[config.mk]
export PLATFORM = sky130hd
export DESIGN_NAME = longest_prefix_route_lookup
export DESIGN_NICKNAME = d
export VERILOG_FILES = /design/src/rtl/lprl_pkg.sv /design/src/rtl/lprl_front.sv /design/src/rtl/lprl_queue.sv /design/src/rtl/lprl_back.sv /design/src/rtl/longest_prefix_route_lookup.sv
export SDC_FILE = /design/constraint.sdc
export NUM_CORES = 2
export LEC_CHECK = 0
export BUFFER_PORTS_ARGS = -buffer_cell sky130_fd_sc_hd__buf_4
export CORE_MARGIN = 3
export CORE_UTILIZATION = 45
export CTS_BUF_LIST = sky130_fd_sc_hd__clkbuf_2 sky130_fd_sc_hd__clkbuf_4 sky130_fd_sc_hd__clkbuf_8
export CTS_CLUSTER_DIAMETER = 200
export DETAILED_ROUTE_END_ITERATION = 6
export PLACE_DENSITY = 0.61
export SKIP_LAST_GASP = 1
export SYNTH_ARGS = -nofsm -noshare
export SYNTH_HDL_FRONTEND = slang
export SYNTH_HIERARCHICAL = 1
export SYNTH_SLANG_ARGS = --single-unit
[constraint.sdc]
create_clock -name clk -period 13.32 [get_ports clk]
set_clock_uncertainty 0.2 [all_clocks]
set_input_delay 3.996 -clock clk [delete_from_list [all_inputs] [get_ports clk]]
set_output_delay 3.996 -clock clk [all_outputs]
set_load 0.01 [all_outputs]
[src/rtl/lprl_pkg.sv]
// Shared types and constants for the longest-prefix route lookup block.
// Holds the request, result and queue item structs and the operation codes.
// No dependencies.
package lprl_pkg;

    // Default table depth
    localparam int TABLE_ENTRIES_DEFAULT = 16;

    // Queue between front and back
    localparam int QUEUE_DEPTH = 2;
    localparam int QUEUE_PTR_W = (QUEUE_DEPTH > 1) ? $clog2(QUEUE_DEPTH) : 1;
    localparam int QUEUE_CNT_W = $clog2(QUEUE_DEPTH + 1);

    // Command field codes
    localparam logic CMD_WRITE  = 1'b0;
    localparam logic CMD_LOOKUP = 1'b1;

    // Operation carried through the queue
    typedef enum logic [1:0] {
        OP_NONE   = 2'd0,
        OP_WRITE  = 2'd1,
        OP_LOOKUP = 2'd2
    } op_t;

    // Input item
    typedef struct packed {
        logic        command;
        logic [3:0]  entry_slot;
        logic [31:0] entry_prefix;
        logic [31:0] entry_netmask;
        logic [31:0] entry_gateway;
        logic [1:0]  entry_port;
        logic        entry_enable;
        logic [31:0] lookup_address;
    } request_t;

    // Result item
    typedef struct packed {
        logic        route_found;
        logic [1:0]  out_port;
        logic [31:0] next_hop;
        logic [31:0] best_netmask;
    } result_t;

    // Classified item held in the queue
    typedef struct packed {
        op_t         op;
        logic [3:0]  slot;
        logic [31:0] prefix;
        logic [31:0] netmask;
        logic [31:0] gateway;
        logic [1:0]  port;
        logic        enable;
        logic [31:0] address;
    } queue_item_t;

    // Queue status seen by front and back
    typedef struct packed {
        logic empty;
        logic full;
    } queue_status_t;

endpackage

[src/rtl/lprl_front.sv]
// Front end: accepts items and classifies them for the back end.
// Depends on lprl_pkg.
module lprl_front #(
    parameter int TABLE_ENTRIES = lprl_pkg::TABLE_ENTRIES_DEFAULT
) (
    input  logic                  start,
    input  lprl_pkg::request_t    request,
    input  lprl_pkg::queue_status_t q_status,
    output logic                  busy,
    output logic                  push,
    output lprl_pkg::queue_item_t push_item
);

    localparam logic [31:0] ENTRIES_W = 32'(TABLE_ENTRIES);

    logic slot_ok;

    // Hold off while the queue has no room
    assign busy = q_status.full;
    assign push = start && !busy;

    // Writes beyond the table are dropped here
    assign slot_ok = 32'(request.entry_slot) < ENTRIES_W;

    always_comb
    begin
        push_item.slot    = request.entry_slot;
        push_item.prefix  = request.entry_prefix;
        push_item.netmask = request.entry_netmask;
        push_item.gateway = request.entry_gateway;
        push_item.port    = request.entry_port;
        push_item.enable  = request.entry_enable;
        push_item.address = request.lookup_address;
        if (request.command == lprl_pkg::CMD_LOOKUP)
        begin
            push_item.op = lprl_pkg::OP_LOOKUP;
        end
        else if (slot_ok)
        begin
            push_item.op = lprl_pkg::OP_WRITE;
        end
        else
        begin
            push_item.op = lprl_pkg::OP_NONE;
        end
    end

endmodule

[src/rtl/lprl_queue.sv]
// Short FIFO of classified items between front and back end.
// Depends on lprl_pkg.
module lprl_queue (
    input  logic                    clk,
    input  logic                    rst_n,
    input  logic                    push,
    input  lprl_pkg::queue_item_t   push_item,
    input  logic                    pop,
    output lprl_pkg::queue_item_t   head,
    output lprl_pkg::queue_status_t status
);

    localparam int PW = lprl_pkg::QUEUE_PTR_W;
    localparam int CW = lprl_pkg::QUEUE_CNT_W;

    lprl_pkg::queue_item_t slot_reg [lprl_pkg::QUEUE_DEPTH];
    logic [PW-1:0] wr_ptr_reg;
    logic [PW-1:0] rd_ptr_reg;
    logic [CW-1:0] count_reg;
    logic          do_push;
    logic          do_pop;

    assign status.empty = (count_reg == '0);
    assign status.full  = (count_reg == CW'(lprl_pkg::QUEUE_DEPTH));
    assign do_push      = push && !status.full;
    assign do_pop       = pop && !status.empty;
    assign head         = slot_reg[rd_ptr_reg];

    // Storage, no reset needed
    always_ff @(posedge clk)
    begin
        if (do_push)
        begin
            slot_reg[wr_ptr_reg] <= push_item;
        end
    end

    // Pointers and fill count
    always_ff @(posedge clk or negedge rst_n)
    begin
        if (!rst_n)
        begin
            wr_ptr_reg <= '0;
            rd_ptr_reg <= '0;
            count_reg  <= '0;
        end
        else
        begin
            if (do_push)
            begin
                wr_ptr_reg <= (wr_ptr_reg == PW'(lprl_pkg::QUEUE_DEPTH - 1)) ? '0
                              : wr_ptr_reg + PW'(1);
            end
            if (do_pop)
            begin
                rd_ptr_reg <= (rd_ptr_reg == PW'(lprl_pkg::QUEUE_DEPTH - 1)) ? '0
                              : rd_ptr_reg + PW'(1);
            end
            if (do_push && !do_pop)
            begin
                count_reg <= count_reg + CW'(1);
            end
            else if (do_pop && !do_push)
            begin
                count_reg <= count_reg - CW'(1);
            end
        end
    end

endmodule

[src/rtl/lprl_back.sv]
// Back end: route table storage and the one-entry-a-cycle lookup scan.
// Depends on lprl_pkg.
module lprl_back #(
    parameter int TABLE_ENTRIES = lprl_pkg::TABLE_ENTRIES_DEFAULT
) (
    input  logic                    clk,
    input  logic                    rst_n,
    input  lprl_pkg::queue_item_t   head,
    input  lprl_pkg::queue_status_t q_status,
    output logic                    pop,
    output logic                    done,
    output lprl_pkg::result_t       result
);

    localparam int IW = (TABLE_ENTRIES > 1) ? $clog2(TABLE_ENTRIES) : 1;

    typedef struct packed {
        logic [31:0] prefix;
        logic [31:0] netmask;
        logic [31:0] gateway;
        logic [1:0]  port;
    } entry_t;

    typedef enum logic [3:0] {
        ST_IDLE  = 4'b0001,
        ST_SCAN  = 4'b0010,
        ST_DRAIN = 4'b0100,
        ST_DONE  = 4'b1000
    } state_t;

    entry_t              table_mem [TABLE_ENTRIES];
    logic [TABLE_ENTRIES-1:0] valid_reg;

    state_t      state_reg;
    state_t      state_next;
    logic [IW-1:0] scan_reg;
    logic        scan_last;
    logic [31:0] addr_reg;

    entry_t      rd_entry_reg;
    logic        rd_valid_reg;
    logic        cmp_en_reg;

    logic        hit_reg;
    logic [31:0] lead_mask_reg;
    logic [31:0] best_gw_reg;
    logic [1:0]  best_port_reg;
    logic        match;
    logic        better;
    logic        do_write;
    logic [IW-1:0] wr_idx;

    logic        done_reg;
    lprl_pkg::result_t result_reg;

    assign pop       = (state_reg == ST_IDLE) && !q_status.empty;
    assign do_write  = pop && (head.op == lprl_pkg::OP_WRITE);
    assign wr_idx    = IW'(head.slot);
    assign scan_last = (scan_reg == IW'(TABLE_ENTRIES - 1));
    assign done      = done_reg;
    assign result    = result_reg;

    // Sequencer
    always_comb
    begin
        state_next = state_reg;
        case (state_reg)
            ST_IDLE:
            begin
                if (pop && (head.op == lprl_pkg::OP_LOOKUP))
                begin
                    state_next = ST_SCAN;
                end
            end
            ST_SCAN:
            begin
                if (scan_last)
                begin
                    state_next = ST_DRAIN;
                end
            end
            ST_DRAIN: state_next = ST_DONE;
            ST_DONE:  state_next = ST_IDLE;
            default:  state_next = ST_IDLE;
        endcase
    end

    // Table memory: write from the queue head, registered read at the scan index
    always_ff @(posedge clk)
    begin
        if (do_write)
        begin
            table_mem[wr_idx] <= '{prefix:  head.prefix,
                                   netmask: head.netmask,
                                   gateway: head.gateway,
                                   port:    head.port};
        end
        rd_entry_reg <= table_mem[scan_reg];
    end

    // Compare stage on the entry read last cycle
    assign match  = rd_valid_reg &&
                    ((addr_reg & rd_entry_reg.netmask) ==
                     (rd_entry_reg.prefix & rd_entry_reg.netmask));
    assign better = match && (!hit_reg || (rd_entry_reg.netmask > lead_mask_reg));

    // Lookup address and running best, payload only
    always_ff @(posedge clk)
    begin
        if (pop)
        begin
            addr_reg <= head.address;
        end
        if (cmp_en_reg && better)
        begin
            lead_mask_reg <= rd_entry_reg.netmask;
            best_gw_reg   <= rd_entry_reg.gateway;
            best_port_reg <= rd_entry_reg.port;
        end
        if (state_reg == ST_DONE)
        begin
            if (hit_reg)
            begin
                result_reg.route_found  <= 1'b1;
                result_reg.out_port     <= best_port_reg;
                result_reg.next_hop     <= (best_gw_reg == '0) ? addr_reg : best_gw_reg;
                result_reg.best_netmask <= lead_mask_reg;
            end
            else
            begin
                result_reg <= '0;
            end
        end
    end

    // Control state and valid bits
    always_ff @(posedge clk or negedge rst_n)
    begin
        if (!rst_n)
        begin
            state_reg    <= ST_IDLE;
            scan_reg     <= '0;
            valid_reg    <= '0;
            rd_valid_reg <= 1'b0;
            cmp_en_reg   <= 1'b0;
            hit_reg      <= 1'b0;
            done_reg     <= 1'b0;
        end
        else
        begin
            state_reg    <= state_next;
            rd_valid_reg <= valid_reg[scan_reg];
            cmp_en_reg   <= (state_reg == ST_SCAN);
            done_reg     <= (state_reg == ST_DONE);
            if (do_write)
            begin
                valid_reg[wr_idx] <= head.enable;
            end
            if (state_reg == ST_SCAN)
            begin
                scan_reg <= scan_last ? '0 : scan_reg + IW'(1);
            end
            else
            begin
                scan_reg <= '0;
            end
            if (pop)
            begin
                hit_reg <= 1'b0;
            end
            else if (cmp_en_reg && better)
            begin
                hit_reg <= 1'b1;
            end
        end
    end

endmodule

[src/rtl/longest_prefix_route_lookup.sv]
// IPv4 route table with longest-prefix-match lookup, top level.
// Depends on lprl_pkg, lprl_front, lprl_queue and lprl_back.
//
// Usage:
//   An item is taken at a rising edge with start high and busy low. The
//   command field picks a table write (no result) or a lookup (one result).
//   Items pass through a two-deep queue, so busy rises only when the queue
//   is full; the front keeps taking items while the back end scans.
//   A lookup result shows on result for one cycle with done high; the
//   receiver cannot stall it and must take it in that cycle.
// Sequencing:
//   A write is applied as it leaves the queue and the back end stays idle. A
//   lookup scans one entry a cycle via the registered memory read, then
//   passes a drain state and a done state before done rises; the back end
//   takes no further item from the queue until it is idle again.
// Reset:
//   rst_n clears the queue, the sequencer and every valid bit, so the
//   table starts empty and every lookup misses until entries are written.
module longest_prefix_route_lookup #(
    parameter int TABLE_ENTRIES = lprl_pkg::TABLE_ENTRIES_DEFAULT
) (
    input  logic               clk,
    input  logic               rst_n,
    input  logic               start,
    input  lprl_pkg::request_t request,
    output logic               busy,
    output logic               done,
    output lprl_pkg::result_t  result
);

    logic                    push;
    logic                    pop;
    lprl_pkg::queue_item_t   push_item;
    lprl_pkg::queue_item_t   head;
    lprl_pkg::queue_status_t q_status;

    // Accept and classify
    lprl_front #(
        .TABLE_ENTRIES (TABLE_ENTRIES)
    ) u_front (
        .start     (start),
        .request   (request),
        .q_status  (q_status),
        .busy      (busy),
        .push      (push),
        .push_item (push_item)
    );

    // Decoupling queue
    lprl_queue u_queue (
        .clk       (clk),
        .rst_n     (rst_n),
        .push      (push),
        .push_item (push_item),
        .pop       (pop),
        .head      (head),
        .status    (q_status)
    );

    // Table and scan
    lprl_back #(
        .TABLE_ENTRIES (TABLE_ENTRIES)
    ) u_back (
        .clk      (clk),
        .rst_n    (rst_n),
        .head     (head),
        .q_status (q_status),
        .pop      (pop),
        .done     (done),
        .result   (result)
    );

`ifndef SYNTHESIS
    // Back end only takes items that are there
    a_pop_not_empty: assert property (@(posedge clk) disable iff (!rst_n)
        pop |-> !q_status.empty)
        else $error("pop from empty queue");

    // A result strobe lasts one cycle
    a_done_single: assert property (@(posedge clk) disable iff (!rst_n)
        done |=> !done)
        else $error("done held for more than one cycle");

    // No result can follow a dequeue in the next cycle
    a_pop_no_done: assert property (@(posedge clk) disable iff (!rst_n)
        pop |=> !done)
        else $error("result right after dequeue");
`endif

endmodule
==> results.md <==
* Pre-antenna DRT Iters at 6
* Clock sinks at 2137
* DP Worst Slack at 5.94 ns
* Clock Path Buffers at 4
* Kind of critical path: in2reg
* Ratio of cells with drive above 1 in the final layout at 0.286
* Die width at 430 um
* Setup slack after layout at 7.03 ns
* I/O pins at 208
* Yosys reg bits at 2137
* R2r startpoint: u_back/scan_reg[0]$_DFF_PN0_
* H-tree depth at 5
* Syn Nets at 4329
* # setup viols final at 0
* Cell Count, Final, Fillers Out at 7097
* Crit path cell chain: buf_4, nor2b_4, nand2_1, nor2_4, buf_4, buf_4, buf_4
* Prevailing post-synth register cell: edfxtp_1
* Fmax at 159 MHz
* Power Density at 182 nW/um^2
* Footprint of the multi-input gates at 15900 um^2
* Die Height at 430 um
* Post-CTS Setup Bufs at 0
* Clock tree root buffer cell: clkbuf_8
* Routed length per placed instance at 28.2 um
* Number of flops mapped to enable cells by yosys at 2007
* Critical Path Slowest Stage Cell: buf_4
* Worst reg2reg path depth at 8
* Global-route wire length before repair at 284 mm
* Hold buffers post-CTS at 0
* Delay-heaviest family, CP: buffers and inverters
* Routability cong. at 0.782
* Startpoint types: input port
* Via density at 5.63
* Post-CTS Resized at 0
* Leak at 29.6 nW
* Post-layout power at 0.0166 W
* Crit path buffers/inverters at 4
* Biggest cell delay along the critical path at 0.78 ns
* Clock group share of total power at 0.349
* Initial Utilization at 0.453
* TritonCTS clock tree: built
* Die area at 185000 um^2
* Vias in the first global route at 40500
* Sequential share of the synthesized area at 0.779
* Post-Syn Area per Cell at 19.5 um^2
* Via count at 40000
* Total routed wirelength at 200 mm
* Outcome: finished, final reports clean
* Ys Warns at 6
* Max FO, Critical Path at 49
* Worst vdd ir at 0.114 mV
* Reg-to-reg endpoint: u_back/rd_entry_reg[42]$_DFF_P_
* Max cap viols at 0
* FF-to-FF setup slack at 8.64 ns
* Hold path start: u_back/rd_entry_reg[2]$_DFF_P_
* Overall Global Routing Usage at 0.213
* RSZ-0062 raised after global routing: false
* Comb power frac at 0.116
* Switch Pwr at 0.00421 W
* CP most frequent cell: buf_4
* CP arrival at 6.71 ns
* Row count at 155
* Worst Hold Slack at 0.182 ns
* Slew Viols, Final at 0
* Worst hold path depth at 0
* Hold EP: u_back/best_gw_reg[0]$_DFFE_PP_
* Placed cell count at 6456
* Int Power at 0.0124 W
* Congestion Overflow GR at 0
* DRC at 0
* Detail Route Antenna Nets at 0
* Initial drt markers at 3575
* Clock slew at reported path FFs at 0.06 ns
* Fin nets at 4634
* Inserted Clock Buffers at 358
* Total negative slack at 0 ns
* Number of library cell types mapped by synthesis at 50
* Clk_lat worst skew at 1.05 ns
* Worst Tran Pin Value at 1.14 ns
* Port Buf Inserts at 207
* Filler instances at 14200
* Async set or reset register ratio after synthesis at 0.0150
* Dpl hpwl at 106 mm
* Critical Path RT at 13.74 ns
* Most common cell after layout, fill and taps aside: edfxtp_1
* Initial antenna violation count at 7
* Synth-to-Final Area Change at 13.0%
* Pin count of the biggest net entering global routing at 134
* Critical path endpoint category: register
* Commonest cells after routing, fill and taps aside: 2007 x edfxtp_1, 396 x clkbuf_8, 297 x mux2i_1
* Placeable Area at 179000 um^2
* Sequential Power Share at 0.535
* Switching share of power at 0.254
* Sequential cell area at 63100 um^2
* Synth Cell Area at 80900 um^2
* Tcrit/Tclk final at 0.472
* Post-Syn Instances at 4156
* Crit path time final at 6.29 ns
* Hold Crit Class: reg2reg
* Max reg flops at 1568
* Slew margin rel. at 0.234
* Final hold violations at 0
[cells by family (layout without fill, tap and decap cells)]
logic type	Yosys count	in the layout	share of synthesized area
AOI/OAI and AO/OA	568	568	0.0438
other	0	4	0
adders and majority gates	34	34	0.00526
xor gates and xnor gates	39	39	0.00422
and+or+nand+nor	261	261	0.0147
buffers and inverters	370	952	0.0262
muxes	747	747	0.127
DFF	2137	2137	0.779
[synth_stat cells (all sizes together), types with 3 or more instances]
master	n	area share
a21oi	145	0.0090
a221oi	102	0.011
a22oi	109	0.010
and2	9	0.00070
buf	240	0.020
clkbuf	89	0.0041
dfrtp	31	0.0096
dfxtp	98	0.024
edfxtp	2007	0.74
ha	34	0.0053
inv	41	0.0019
mux2	252	0.035
mux2i	297	0.037
mux4	198	0.055
nand2	115	0.0054
nand2b	5	0.00039
nand3	4	0.00025
nand3b	3	0.00028
nand4	15	0.0012
nor2	81	0.0038
nor2b	4	0.00040
nor3	5	0.00045
nor4	11	0.00085
nor4b	3	0.00032
o21ai	203	0.013
xnor2	3	0.00032
xor2	36	0.0039
[cell type report]
cell class	count	area share
Multi-Input combinational cell	1649	0.174
Sequential cell	2137	0.689
Tap cell	2355	0.0322
Inverter	41	0.00190
Antenna cell	4	0.000109
Timing Repair Buffer	274	0.0240
Clock buffer	550	0.0722
Clock inverter	87	0.00652
[worst reg2reg max path, delay by kind of cell, from the launching register on]
kind                   cells  cell delay (ns)
flip-flops                 1             0.83
buffers and inverters      3             2.57
AND/OR/NAND/NOR            1             0.08
AO/OA/AOI/OAI              3             0.46
multiplexers               1             0.46
[per-stage QoR]
stage	utilization	instance area (um^2)
2_1_floorplan	-	80900
3_3_place_gp	0.472	84300
3_5_place_dp	0.472	84300
4_1_cts	0.512	91500
5_1_grt	0.512	91500
6_report	0.512	91500
[layer usage]
| metal | routed length [um] | vias to the layer above | share of wire | global-route usage |
|---|---|---|---|---|
| met5 | 0 | - | 0 | 0 |
| met4 | 4990 | 0 | 0.025 | 0.0630 |
| met3 | 11500 | 293 | 0.058 | 0.0366 |
| met2 | 102000 | 1375 | 0.51 | 0.367 |
| met1 | 80900 | 21000 | 0.40 | 0.279 |
| li1 | - | 17300 | - | - |
[power by group through the flow]
stage	sequential [W]	combinational [W]	clock, W
2_1_floorplan	0.00887	0.00129	0
3_3_place_gp	0.00901	0.00190	0
3_5_place_dp	0.00903	0.00196	0
4_1_cts	0.00890	0.00197	0.00594
5_1_grt	0.00892	0.00209	0.00624
6_report	0.00889	0.00193	0.00580
[how the worst max path moves through the flow]
| stage | startpoint | end | cells after the start |
|---|---|---|---|
| CTS | start | u_queue/slot_reg[0][77]$_DFFE_PP_ | 7 |
| global route | start | u_queue/slot_reg[0][77]$_DFFE_PP_ | 7 |
| finish | start | u_queue/slot_reg[0][79]$_DFFE_PP_ | 7 |
| detailed placement | start | u_queue/slot_reg[0][76]$_DFFE_PP_ | 7 |
| floorplan | start | u_queue/slot_reg[0][0]$_DFFE_PP_ | 3 |
| global placement | start | u_queue/slot_reg[0][76]$_DFFE_PP_ | 7 |
No activity file was read; power rests on OpenSTA's default activity.
